### src/design/assert_macros.svh
// assertion macros shared by the span record sorter
// clocked on clock, disabled while reset is high
`ifndef ASSERT_MACROS_SVH
`define ASSERT_MACROS_SVH

// property that must hold at every rising edge outside reset
`define SRS_ASSERT(lbl, prop, msg) \
   lbl: assert property (@(posedge clock) disable iff (reset) prop) else $error(msg);

// implication checked from one edge to the next
`define SRS_ASSERT_NEXT(lbl, pre, post, msg) \
   lbl: assert property (@(posedge clock) disable iff (reset) (pre) |=> (post)) else $error(msg);

`endif

### src/design/srs_pkg.sv
// package for the span record sorter: sizes, word types, sequencer states
// no dependencies
package srs_pkg;

   localparam int MAX_RECORDS = 64;
   localparam int POS_WIDTH   = 24;
   localparam int IDX_W       = 6;
   localparam int CNT_W       = 7;

   typedef struct packed {
      logic [POS_WIDTH-1:0] left_pos;
      logic [POS_WIDTH-1:0] right_pos;
      logic                 final_record;
   } req_word_type;

   typedef struct packed {
      logic [IDX_W-1:0]     record_number;
      logic [POS_WIDTH-1:0] out_left;
      logic [POS_WIDTH-1:0] out_right;
      logic                 out_last;
      logic                 dropped;
   } rsp_word_type;

   typedef struct packed {
      logic [POS_WIDTH-1:0] left;
      logic [POS_WIDTH-1:0] right;
      logic [IDX_W-1:0]     order;
   } entry_type;

   typedef struct packed {
      logic             we;
      logic [IDX_W-1:0] waddr;
      entry_type        wdata;
      logic [IDX_W-1:0] raddr;
   } store_ctl_type;

   typedef enum logic [2:0] {
      ST_IDLE,
      ST_SCAN,
      ST_CMP,
      ST_CHECK,
      ST_FETCH,
      ST_LOAD,
      ST_SEND
   } state_type;

endpackage

### src/design/srs_store.sv
// record store: one write port, one read port with registered read data
// depends on srs_pkg
module srs_store (
   input  logic                  clock,
   input  srs_pkg::store_ctl_type ctl,
   output srs_pkg::entry_type    rd_data
);

   srs_pkg::entry_type mem [srs_pkg::MAX_RECORDS];
   srs_pkg::entry_type rd_data_ff;

   // write port
   always_ff @(posedge clock) begin
      if (ctl.we) begin
         mem[ctl.waddr] <= ctl.wdata;
      end
   end

   // registered read port
   always_ff @(posedge clock) begin
      rd_data_ff <= mem[ctl.raddr];
   end

   assign rd_data = rd_data_ff;

endmodule

### src/design/srs_compare.sv
// shared order compare: is the incoming record ahead of a stored one
// depends on srs_pkg; the incoming record always has the higher arrival number
module srs_compare (
   input  srs_pkg::entry_type cand,
   input  srs_pkg::entry_type held,
   output logic               ahead
);

   logic left_lt;
   logic left_eq;
   logic right_gt;
   logic right_eq;

   assign left_lt  = cand.left < held.left;
   assign left_eq  = cand.left == held.left;
   assign right_gt = cand.right > held.right;
   assign right_eq = cand.right == held.right;

   // equal span: single token keeps arrival order, multi token reverses it
   assign ahead = left_lt || (left_eq && right_gt) ||
                  (left_eq && right_eq && (cand.left != cand.right));

endmodule

### src/design/span_record_sorter.sv
// span record sorter: collects span records and emits them in sorted order
// depends on srs_pkg, srs_store, srs_compare, assert_macros.svh
//
// req channel takes one record word (left, right, final flag) when
// req_valid and req_ready are high; rsp channel gives sorted words.
// Each record is placed in order as it arrives by insertion: the shared
// comparator walks the store downward, reading (ST_SCAN) and comparing
// (ST_CMP) each stored record passed and shifting it up a slot.
// A record arriving while 64 are stored is dropped and flags the set.
// On a final record, all stored words follow in order, each by a store
// read, an output register load and a handoff; a stalled receiver simply
// holds rsp_valid and the word. req_ready is low from acceptance until the
// record is placed or dropped or, for a final record, until the last word
// of the run is taken.
// Reset (synchronous, active high) empties the set and clears the flag;
// store contents are not cleared, only entries below the count are read.
`include "assert_macros.svh"

module span_record_sorter (
   input  logic                  clock,
   input  logic                  reset,
   input  logic                  req_valid,
   output logic                  req_ready,
   input  srs_pkg::req_word_type req_data,
   output logic                  rsp_valid,
   input  logic                  rsp_ready,
   output srs_pkg::rsp_word_type rsp_data
);

   srs_pkg::state_type    state_ff, state_in;
   logic [srs_pkg::CNT_W-1:0] count_ff, count_in;
   logic                  overflow_ff, overflow_in;
   logic                  final_ff, final_in;
   logic [srs_pkg::IDX_W-1:0] pos_ff, pos_in;
   srs_pkg::entry_type    cand_ff, cand_in;
   srs_pkg::rsp_word_type rsp_ff, rsp_in;
   logic                  rsp_valid_ff, rsp_valid_in;

   srs_pkg::store_ctl_type ctl;
   srs_pkg::entry_type    rd_data;
   logic                  ahead;
   logic [srs_pkg::POS_WIDTH-1:0] clamp_left;
   logic                  last_word;
   logic                  at_full;

   srs_store u_store (
      .clock   (clock),
      .ctl     (ctl),
      .rd_data (rd_data)
   );

   srs_compare u_compare (
      .cand  (cand_ff),
      .held  (rd_data),
      .ahead (ahead)
   );

   assign clamp_left = (req_data.left_pos > req_data.right_pos) ?
                       req_data.right_pos : req_data.left_pos;
   assign last_word  = ({1'b0, pos_ff} + 7'd1) == count_ff;
   assign at_full    = count_ff == 7'(srs_pkg::MAX_RECORDS);

   // state and control registers
   always_ff @(posedge clock) begin
      if (reset) begin
         state_ff     <= srs_pkg::ST_IDLE;
         count_ff     <= '0;
         overflow_ff  <= 1'b0;
         rsp_valid_ff <= 1'b0;
      end else begin
         state_ff     <= state_in;
         count_ff     <= count_in;
         overflow_ff  <= overflow_in;
         rsp_valid_ff <= rsp_valid_in;
      end
   end

   // payload registers
   always_ff @(posedge clock) begin
      final_ff <= final_in;
      pos_ff   <= pos_in;
      cand_ff  <= cand_in;
      rsp_ff   <= rsp_in;
   end

   // sequencer
   always_comb begin
      state_in     = state_ff;
      count_in     = count_ff;
      overflow_in  = overflow_ff;
      rsp_valid_in = rsp_valid_ff;
      final_in     = final_ff;
      pos_in       = pos_ff;
      cand_in      = cand_ff;
      rsp_in       = rsp_ff;
      req_ready    = 1'b0;
      ctl.we       = 1'b0;
      ctl.waddr    = pos_ff;
      ctl.wdata    = cand_ff;
      ctl.raddr    = pos_ff;
      case (state_ff)
         srs_pkg::ST_IDLE: begin
            req_ready = 1'b1;
            if (req_valid) begin
               final_in      = req_data.final_record;
               cand_in.left  = clamp_left;
               cand_in.right = req_data.right_pos;
               cand_in.order = count_ff[srs_pkg::IDX_W-1:0];
               pos_in        = count_ff[srs_pkg::IDX_W-1:0];
               if (at_full) begin
                  overflow_in = 1'b1;
                  state_in    = srs_pkg::ST_CHECK;
               end else begin
                  state_in = srs_pkg::ST_SCAN;
               end
            end
         end
         // issue read of the neighbor below, or place at the bottom
         srs_pkg::ST_SCAN: begin
            ctl.raddr = pos_ff - 6'd1;
            if (pos_ff == '0) begin
               ctl.we   = 1'b1;
               count_in = count_ff + 7'd1;
               state_in = srs_pkg::ST_CHECK;
            end else begin
               state_in = srs_pkg::ST_CMP;
            end
         end
         // shift the neighbor up or place the record here
         srs_pkg::ST_CMP: begin
            ctl.we = 1'b1;
            if (ahead) begin
               ctl.wdata = rd_data;
               pos_in    = pos_ff - 6'd1;
               state_in  = srs_pkg::ST_SCAN;
            end else begin
               count_in = count_ff + 7'd1;
               state_in = srs_pkg::ST_CHECK;
            end
         end
         srs_pkg::ST_CHECK: begin
            pos_in = '0;
            if (!final_ff) begin
               state_in = srs_pkg::ST_IDLE;
            end else if (count_ff == '0) begin
               overflow_in = 1'b0;
               state_in    = srs_pkg::ST_IDLE;
            end else begin
               state_in = srs_pkg::ST_FETCH;
            end
         end
         srs_pkg::ST_FETCH: begin
            state_in = srs_pkg::ST_LOAD;
         end
         srs_pkg::ST_LOAD: begin
            rsp_in.record_number = rd_data.order;
            rsp_in.out_left      = rd_data.left;
            rsp_in.out_right     = rd_data.right;
            rsp_in.out_last      = last_word;
            rsp_in.dropped       = overflow_ff;
            rsp_valid_in         = 1'b1;
            state_in             = srs_pkg::ST_SEND;
         end
         srs_pkg::ST_SEND: begin
            if (rsp_ready) begin
               rsp_valid_in = 1'b0;
               pos_in       = pos_ff + 6'd1;
               if (last_word) begin
                  count_in    = '0;
                  overflow_in = 1'b0;
                  state_in    = srs_pkg::ST_IDLE;
               end else begin
                  state_in = srs_pkg::ST_FETCH;
               end
            end
         end
         default: begin
            state_in = srs_pkg::ST_IDLE;
         end
      endcase
   end

   assign rsp_valid = rsp_valid_ff;
   assign rsp_data  = rsp_ff;

   // checks
   `SRS_ASSERT(a_count_max, count_ff <= 7'(srs_pkg::MAX_RECORDS), "count beyond store")
   `SRS_ASSERT(a_no_overlap, !(req_ready && rsp_valid), "input open while a word is pending")
   `SRS_ASSERT(a_valid_state, rsp_valid |-> (state_ff == srs_pkg::ST_SEND), "word valid outside send")
   `SRS_ASSERT_NEXT(a_drop_full, !overflow_ff, !overflow_ff || $past(at_full), "drop with room left")

endmodule
### config.mk
export PLATFORM = sky130hd
export DESIGN_NAME = span_record_sorter
export DESIGN_NICKNAME = d
export VERILOG_FILES = /design/src/design/srs_pkg.sv /design/src/design/srs_store.sv /design/src/design/srs_compare.sv /design/src/design/span_record_sorter.sv
export VERILOG_INCLUDE_DIRS = /design/src /design/src/design
export SDC_FILE = /design/constraint.sdc
export NUM_CORES = 2
export LEC_CHECK = 0
export ABC_AREA = 1
export BUFFER_PORTS_ARGS = -buffer_cell sky130_fd_sc_hd__buf_4
export CORE_MARGIN = 5
export CORE_UTILIZATION = 35
export CTS_BUF_LIST = sky130_fd_sc_hd__clkbuf_2
export DETAILED_ROUTE_END_ITERATION = 8
export PLACE_DENSITY = 0.61
export SYNTH_ARGS = -nofsm -noshare
export SYNTH_HDL_FRONTEND = slang
export SYNTH_SLANG_ARGS = --single-unit
### constraint.sdc
create_clock -name clock -period 6.92 [get_ports clock]
set_input_delay 0.346 -clock clock [delete_from_list [all_inputs] [get_ports clock]]
set_output_delay 0.346 -clock clock [all_outputs]
set_load 0.02 [all_outputs]
After elaboration in Yosys (flattened, before gate mapping)
Memory sizes are Yosys's and may differ from the RTL's. A register that Yosys moved wholly into a read port is not among the register bits.
Index checks and enable logic that the tools add are counted.
{"block": "totals", "n_memories": 1, "word_cells": 96, "in_bits": 53, "mem_bits_rw": 3456, "register_bits": 129, "romBits": 0, "latch_bits": 0}
{"name": "u_store.mem", "words": 64, "word_bits": 54, "rd": 1, "rd_ports_with_merged_regs": 1, "wr": 1, "line_no": "srs_store.sv:9", "text": "srs_pkg::entry_type mem [srs_pkg::MAX_RECORDS];"}
{"block": "classes", "reduce_logical": 18, "shift": 0, "mux": 36, "div_mod_pow": 0, "addsub": 4, "bitwise": 0, "multipliers": 0, "eq_ne": 20, "n_lt_le_gt_ge": 3}
{"op": "two-way mux 54 bit", "n": 2}
{"op": "equality test 24 bit", "n": 2}
{"op": "greater-than comparator 24 bit", "n": 2}
{"op": "two-way mux 7 bit", "n": 4}
{"op": "< comparator 24 bit", "n": 1}
{"op": "two-way mux 24 bit", "n": 1}
{"op": "two-way mux 6 bit", "n": 4}
{"op": "!= test 24 bit", "n": 1}
{"op": "one-hot mux 6 bit (4 select lines)", "n": 1}
{"op": "one-hot mux 3 bit (7 select lines)", "n": 1}
{"op": "one-hot mux 7 bit (3 select lines)", "n": 1}
{"op": "!= test 2 bit, second input constant", "n": 9}
{"op": "two-way mux 3 bit", "n": 5}
{"op": "two-way mux 1 bit", "n": 12}
{"op": "equality test 3 bit, second input constant", "n": 3}
{"op": "adder 6 x 1 -> 7 bit, second input constant", "n": 1}
{"op": "adder 7 x 1 -> 7 bit, second input constant", "n": 1}
{"op": "equality test 7 bit", "n": 1}
{"op": "equality test 7 bit, second input constant", "n": 1}
{"op": "zero test 7 bit", "n": 1}
{"op": "AND reduction 7 bit", "n": 1}
{"op": "adder 6 x 1 -> 6 bit, second input constant", "n": 1}
{"op": "equality test 3 x 2 -> 1 bit, second input constant", "n": 2}
{"op": "zero test 6 bit", "n": 1}
{"op": "14 further kinds", "n": 22}

Logic depth before layout (Yosys ltp)
{"block": "logic_depth", "depth_word": 6, "ltp_mapped": 18, "mapped_depth_nobuf": 17}

Modules after synthesis
Synthesis repeated with hierarchy kept, for this count alone.
{"block": "hier_totals", "hier_cells": 12381, "area_unflattened_um2": 147509.0}
{"module": "srs_store", "cells_each": 11365, "instances": 1, "area_per_inst_um2": 139256.1}
{"module": "span_record_sorter", "cells_each": 697, "instances": 1, "area_per_inst_um2": 6496.2}
{"module": "srs_compare", "cells_each": 319, "instances": 1, "area_per_inst_um2": 1756.7}

Least setup slack after synthesis
Ideal clock, no wire load.
{"block": "synth_path", "path_kind": "register -> register", "start": "register state_ff[1]", "end": "memory u_store.mem[0][0] in the netlist's numbering (enable)", "period_less_slack_ns": 5.743, "setup_ns": 0.544, "n_path_buf": 0, "arrival_time_ns": 5.199, "setup_slack_ns": 1.177, "t_required_ns": 6.376, "stages_incl_launch_ff": 8, "path_cell_list": "dfxtp_1 > inv_2 > nor2_1 > inv_1 > nor2_2 > inv_1 > nand2_1 > nor3b_1"}
{"block": "synth_between", "elab_chain_cells": 4}
{"item": "start: declaration", "line_no": "span_record_sorter.sv:30", "text": "srs_pkg::state_type state_ff, state_in;"}
{"item": "start signal: assignment", "line_no": "span_record_sorter.sv:66", "text": "state_ff <= srs_pkg::ST_IDLE;"}
{"item": "start signal: assignment", "line_no": "span_record_sorter.sv:71", "text": "state_ff <= state_in;"}
{"item": "equality test 3 x 2 -> 1 bit or equality test 3 x 1 -> 1 bit (tied branches)", "line_no": "span_record_sorter.sv:101", "text": "case (state_ff)"}
{"item": "one-hot mux 1 bit (2 select lines) (*)", "line_no": "span_record_sorter.sv:101"}
{"item": "two-way mux 1 bit (*)", "line_no": "srs_store.sv:14", "text": "if (ctl.we) begin"}
{"item": "two-way mux 1 bit (implied by the code) (*)", "line_no": "srs_store.sv:15", "text": "mem[ctl.waddr] <= ctl.wdata;"}
{"item": "end: declaration", "line_no": "srs_store.sv:9"}
Every way passes the cells marked *; elsewhere a longest branch is shown, timed or not.

==> impl_metrics.json <==
{
  "status": "finished, violations left",
  "violations": "capacitance limit, slew limit",
  "drc": 0,
  "synth.net_count": 12500,
  "critPathMaxStageDelay_ns": 0.70,
  "netlist_area_um2": 149000,
  "tightest_slew_ns": 1.50,
  "p_seq_share_pct": 46.8,
  "finalWirelength_um": 502000,
  "grt.overflow.total": 0,
  "die_w_um": 662,
  "std_cell_rows": 239,
  "synth-edff-count": 3573,
  "ys.flop_type": "edfxtp_1",
  "hpwl_um": 247000,
  "wl_met1_um": 193000,
  "combPwrFrac_pct": 28.1,
  "max_freq_ghz": 0.182,
  "dr_wl_met3_um": 60700,
  "ir_worst_vdd_v": 0.000409,
  "portBuffers": 110,
  "path_class": "register to register",
  "antenna_found_initial": 27,
  "cts.sinks": 3639,
  "clk_pin_slew_ns": 0.10,
  "drtPass1Iterations": 7,
  "placed_cell_area_um2": 157000,
  "path_cells": "inv_1, ha_1, nand2_1, nor2_1, nand4_1, nor2_1, nand2_1, nand3_1, nand2_1, nand3_1, buf_4, nand2_4, nand2_1, nand2_2",
  "yosysWarnings": 0,
  "dieArea_um2": 439000,
  "fin_setup_tns_ns": 0,
  "clk-insertion-delay-late_ns": 2.00,
  "min_path_type": "input port to register",
  "routabilityCongestion": 0.881,
  "syn_to_final_growth_pct": 12.0,
  "cts_buffers": 860,
  "crit_fanout": 64,
  "grt_pass1_vias": 96200,
  "core_um2": 424000,
  "switchingPower_uw": 20400,
  "regArea_um2": 109000,
  "drtIter0Drc": 14800,
  "cp_data_arrival_time_ns": 6.76,
  "swShare_pct": 36.9,
  "via_count": 105000,
  "cts-root-buf": "clkbuf_2",
  "rsz0062_at_grt": "false",
  "cp-end-kind": "register",
  "gr-usage-all-layers_pct": 22.0,
  "syn_inst": 12400,
  "post_cts_resized": 0,
  "required_ns": 8.17,
  "crit_path_top_delay_cell": "nand2_2",
  "grt_max_degree": 213,
  "highest_layer": "met5",
  "cts_tree": "yes",
  "io_pins": 111,
  "fin_crit_sh_pct": 79.6,
  "ant_nets": 0,
  "hold_viol_final": 0,
  "total_leakage_power_uw": 0.0600,
  "vias_per_cell": 5.39,
  "clock_skew_ns": 0.261,
  "ys_seq_elements": 3639,
  "intPower_uw": 34900,
  "slew_violations": 2,
  "die_h_um": 662,
  "num-fill-cells": 40200,
  "ys_types": 34,
  "wire_per_inst_um": 25.9,
  "initial_core_util_pct": 35.1,
  "yosysSeqAreaShare_pct": 72.9,
  "dr_wl_met2_um": 225000,
  "critPathLaunchType": "register",
  "cts_max_path_buffers": 4,
  "drv_cap": 2,
  "synthArstFlopShare_pct": 0,
  "slew_headroom_pct": -1.02,
  "design_area_um2": 167000,
  "power.total_uw": 55300,
  "crit_path_frequent_cell": "nand2_1",
  "multi_input_area_um2": 34700,
  "drive_gt1_share_pct": 13.6,
  "synth_area_per_cell_um2": 12.0,
  "min_period_ns": 5.51,
  "nets": 13200,
  "powerDensity_nw_per_um2": 331,
  "grt_pass1_wl_um": 703000,
  "p_clk_share_pct": 25.1,
  "setup_viol": 0,
  "htreeDepth": 6
}
metrics by stage:
step / instances / util (%) / hold slack, ns / worst slack, ns
after floorplan: 12400 / - / 0.406 / 1.18
after global placement: 17700 / 37.1 / 0.418 / 1.75
after detailed placement: 17700 / 37.1 / 0.415 / 1.77
after CTS: 19400 / 39.4 / 0.0271 / 1.70
after global routing: 19400 / 39.4 / 0.190 / 1.33
final: 19400 / 39.4 / 0.355 / 1.41
worst max-delay path: cells and delay by family (launching register included):
family                   cells  cell delay (ns)
AND/OR/NAND/NOR             11             3.44
flip-flops                   1             0.56
buffers and inverters        2             0.37
adder cells (fa/ha/maj)      1             0.32
cell type report:
cell class	count	share of cell area [%]
inverter	800	1.82
tap	5663	4.25
sequential	3639	65.1
multi-input combinational	7196	20.8
clock buffer	1275	3.82
clock inverter	229	0.761
antenna	26	0.0390
timing repair buffer	566	3.42
cells by family after synthesis:
kind of cell | count (synthesis) | synth area share (%)
AO/OA/AOI/OAI | 1664 | 6.62
AND/OR/NAND/NOR | 5438 | 15.2
adder cells (fa/ha/maj) | 77 | 0.647
flip-flops | 3639 | 72.9
XOR/XNOR | 17 | 0.100
buffers and inverters | 1575 | 4.53
cell usage in the layout (no fill, tap or decap), drive strengths merged, types with 2 or more instances in the layout:
| master | n |
|---|---|
| edfxtp | 3573 |
| nand2 | 1979 |
| nor2 | 1772 |
| nand3 | 1661 |
| clkbuf | 1275 |
| o21ai | 1010 |
| inv | 820 |
| o211ai | 602 |
| buf | 386 |
| clkinv | 190 |
| dlygate4sd3 | 180 |
| ha | 77 |
| dfxtp | 66 |
| a21oi | 42 |
| diode | 26 |
| nand4 | 20 |
| xor2 | 16 |
| bufinv | 11 |
| clkinvlp | 8 |
| nor3 | 4 |
| o221ai | 2 |
| a21o | 2 |
| o21a | 2 |
power groups by stage:
stage,sequential (uW),clock (uW),combinational [uW]
3_3_place_gp,26300,0,15000
3_5_place_dp,26300,0,15100
4_1_cts,25800,14100,15300
5_1_grt,25900,15300,16900
2_1_floorplan,26200,0,10300
6_report,25900,13900,15500
synthesized netlist by cell type (2+ instances only):
| cell | count | area [um^2] |
|---|---|---|
| edfxtp_1 | 3573 | 107000 |
| nand2_1 | 1976 | 7420 |
| nor2_1 | 1768 | 6640 |
| nand3_1 | 1660 | 8310 |
| o21ai_0 | 870 | 4350 |
| inv_1 | 792 | 2970 |
| o211ai_1 | 602 | 4520 |
| buf_2 | 449 | 2250 |
| clkbuf_1 | 203 | 762 |
| o21ai_1 | 139 | 696 |
| ha_1 | 77 | 963 |
| dfxtp_1 | 66 | 1320 |
| buf_1 | 62 | 233 |
| buf_4 | 51 | 383 |
| a21oi_1 | 42 | 210 |
| nand4_1 | 20 | 125 |
| xor2_1 | 16 | 140 |
| buf_6 | 10 | 113 |
| inv_2 | 8 | 30.0 |
| nor2_2 | 4 | 25.0 |
| nor3_1 | 4 | 20.0 |
| nand2_2 | 3 | 18.8 |
| a21o_1 | 2 | 15.0 |
| o21a_1 | 2 | 15.0 |
| o221ai_1 | 2 | 17.5 |
per-layer routing:
metal | global-route usage, % | up-vias
li1 | - | 45700
met5 | 0 | -
met4 | 10.1 | 14
met1 | 29.4 | 51100
met3 | 5.89 | 1202
met2 | 33.7 | 6501
state kept, by name, summed over array words and instances (netlist names):
name	flops
rsp_data	56
u_store.rd_data	54
count_ff	7
u_store.mem	3456
overflow_ff	1
rsp_valid	1
state_ff	3
pos_ff	6
cand_ff	54
final_ff	1
repair_timing:
action,CTS,global route
hold endpoints to repair,122,0
endpoints found under the setup margin,0,0
hold buffers,180,0
setup buffers,0,0
worst paths after layout:
path | slack [ns] | depth (start not counted) | startpoint | endpoint
setup / recovery | 1.41 | 14 | u_store.rd_data[18]$_DFF_P_ | u_store.mem[18][0]$_DFFE_PP_
hold / removal | 0.36 | 4 | req_data[0] | final_ff$_DFFE_PP_
setup reg to reg | 1.41 | 14 | u_store.rd_data[18]$_DFF_P_ | u_store.mem[18][0]$_DFFE_PP_
hold reg to reg | 0.39 | 0 | u_store.rd_data[19]$_DFF_P_ | rsp_data[15]$_DFFE_PP_
Power figures use the tool's default switching activity.
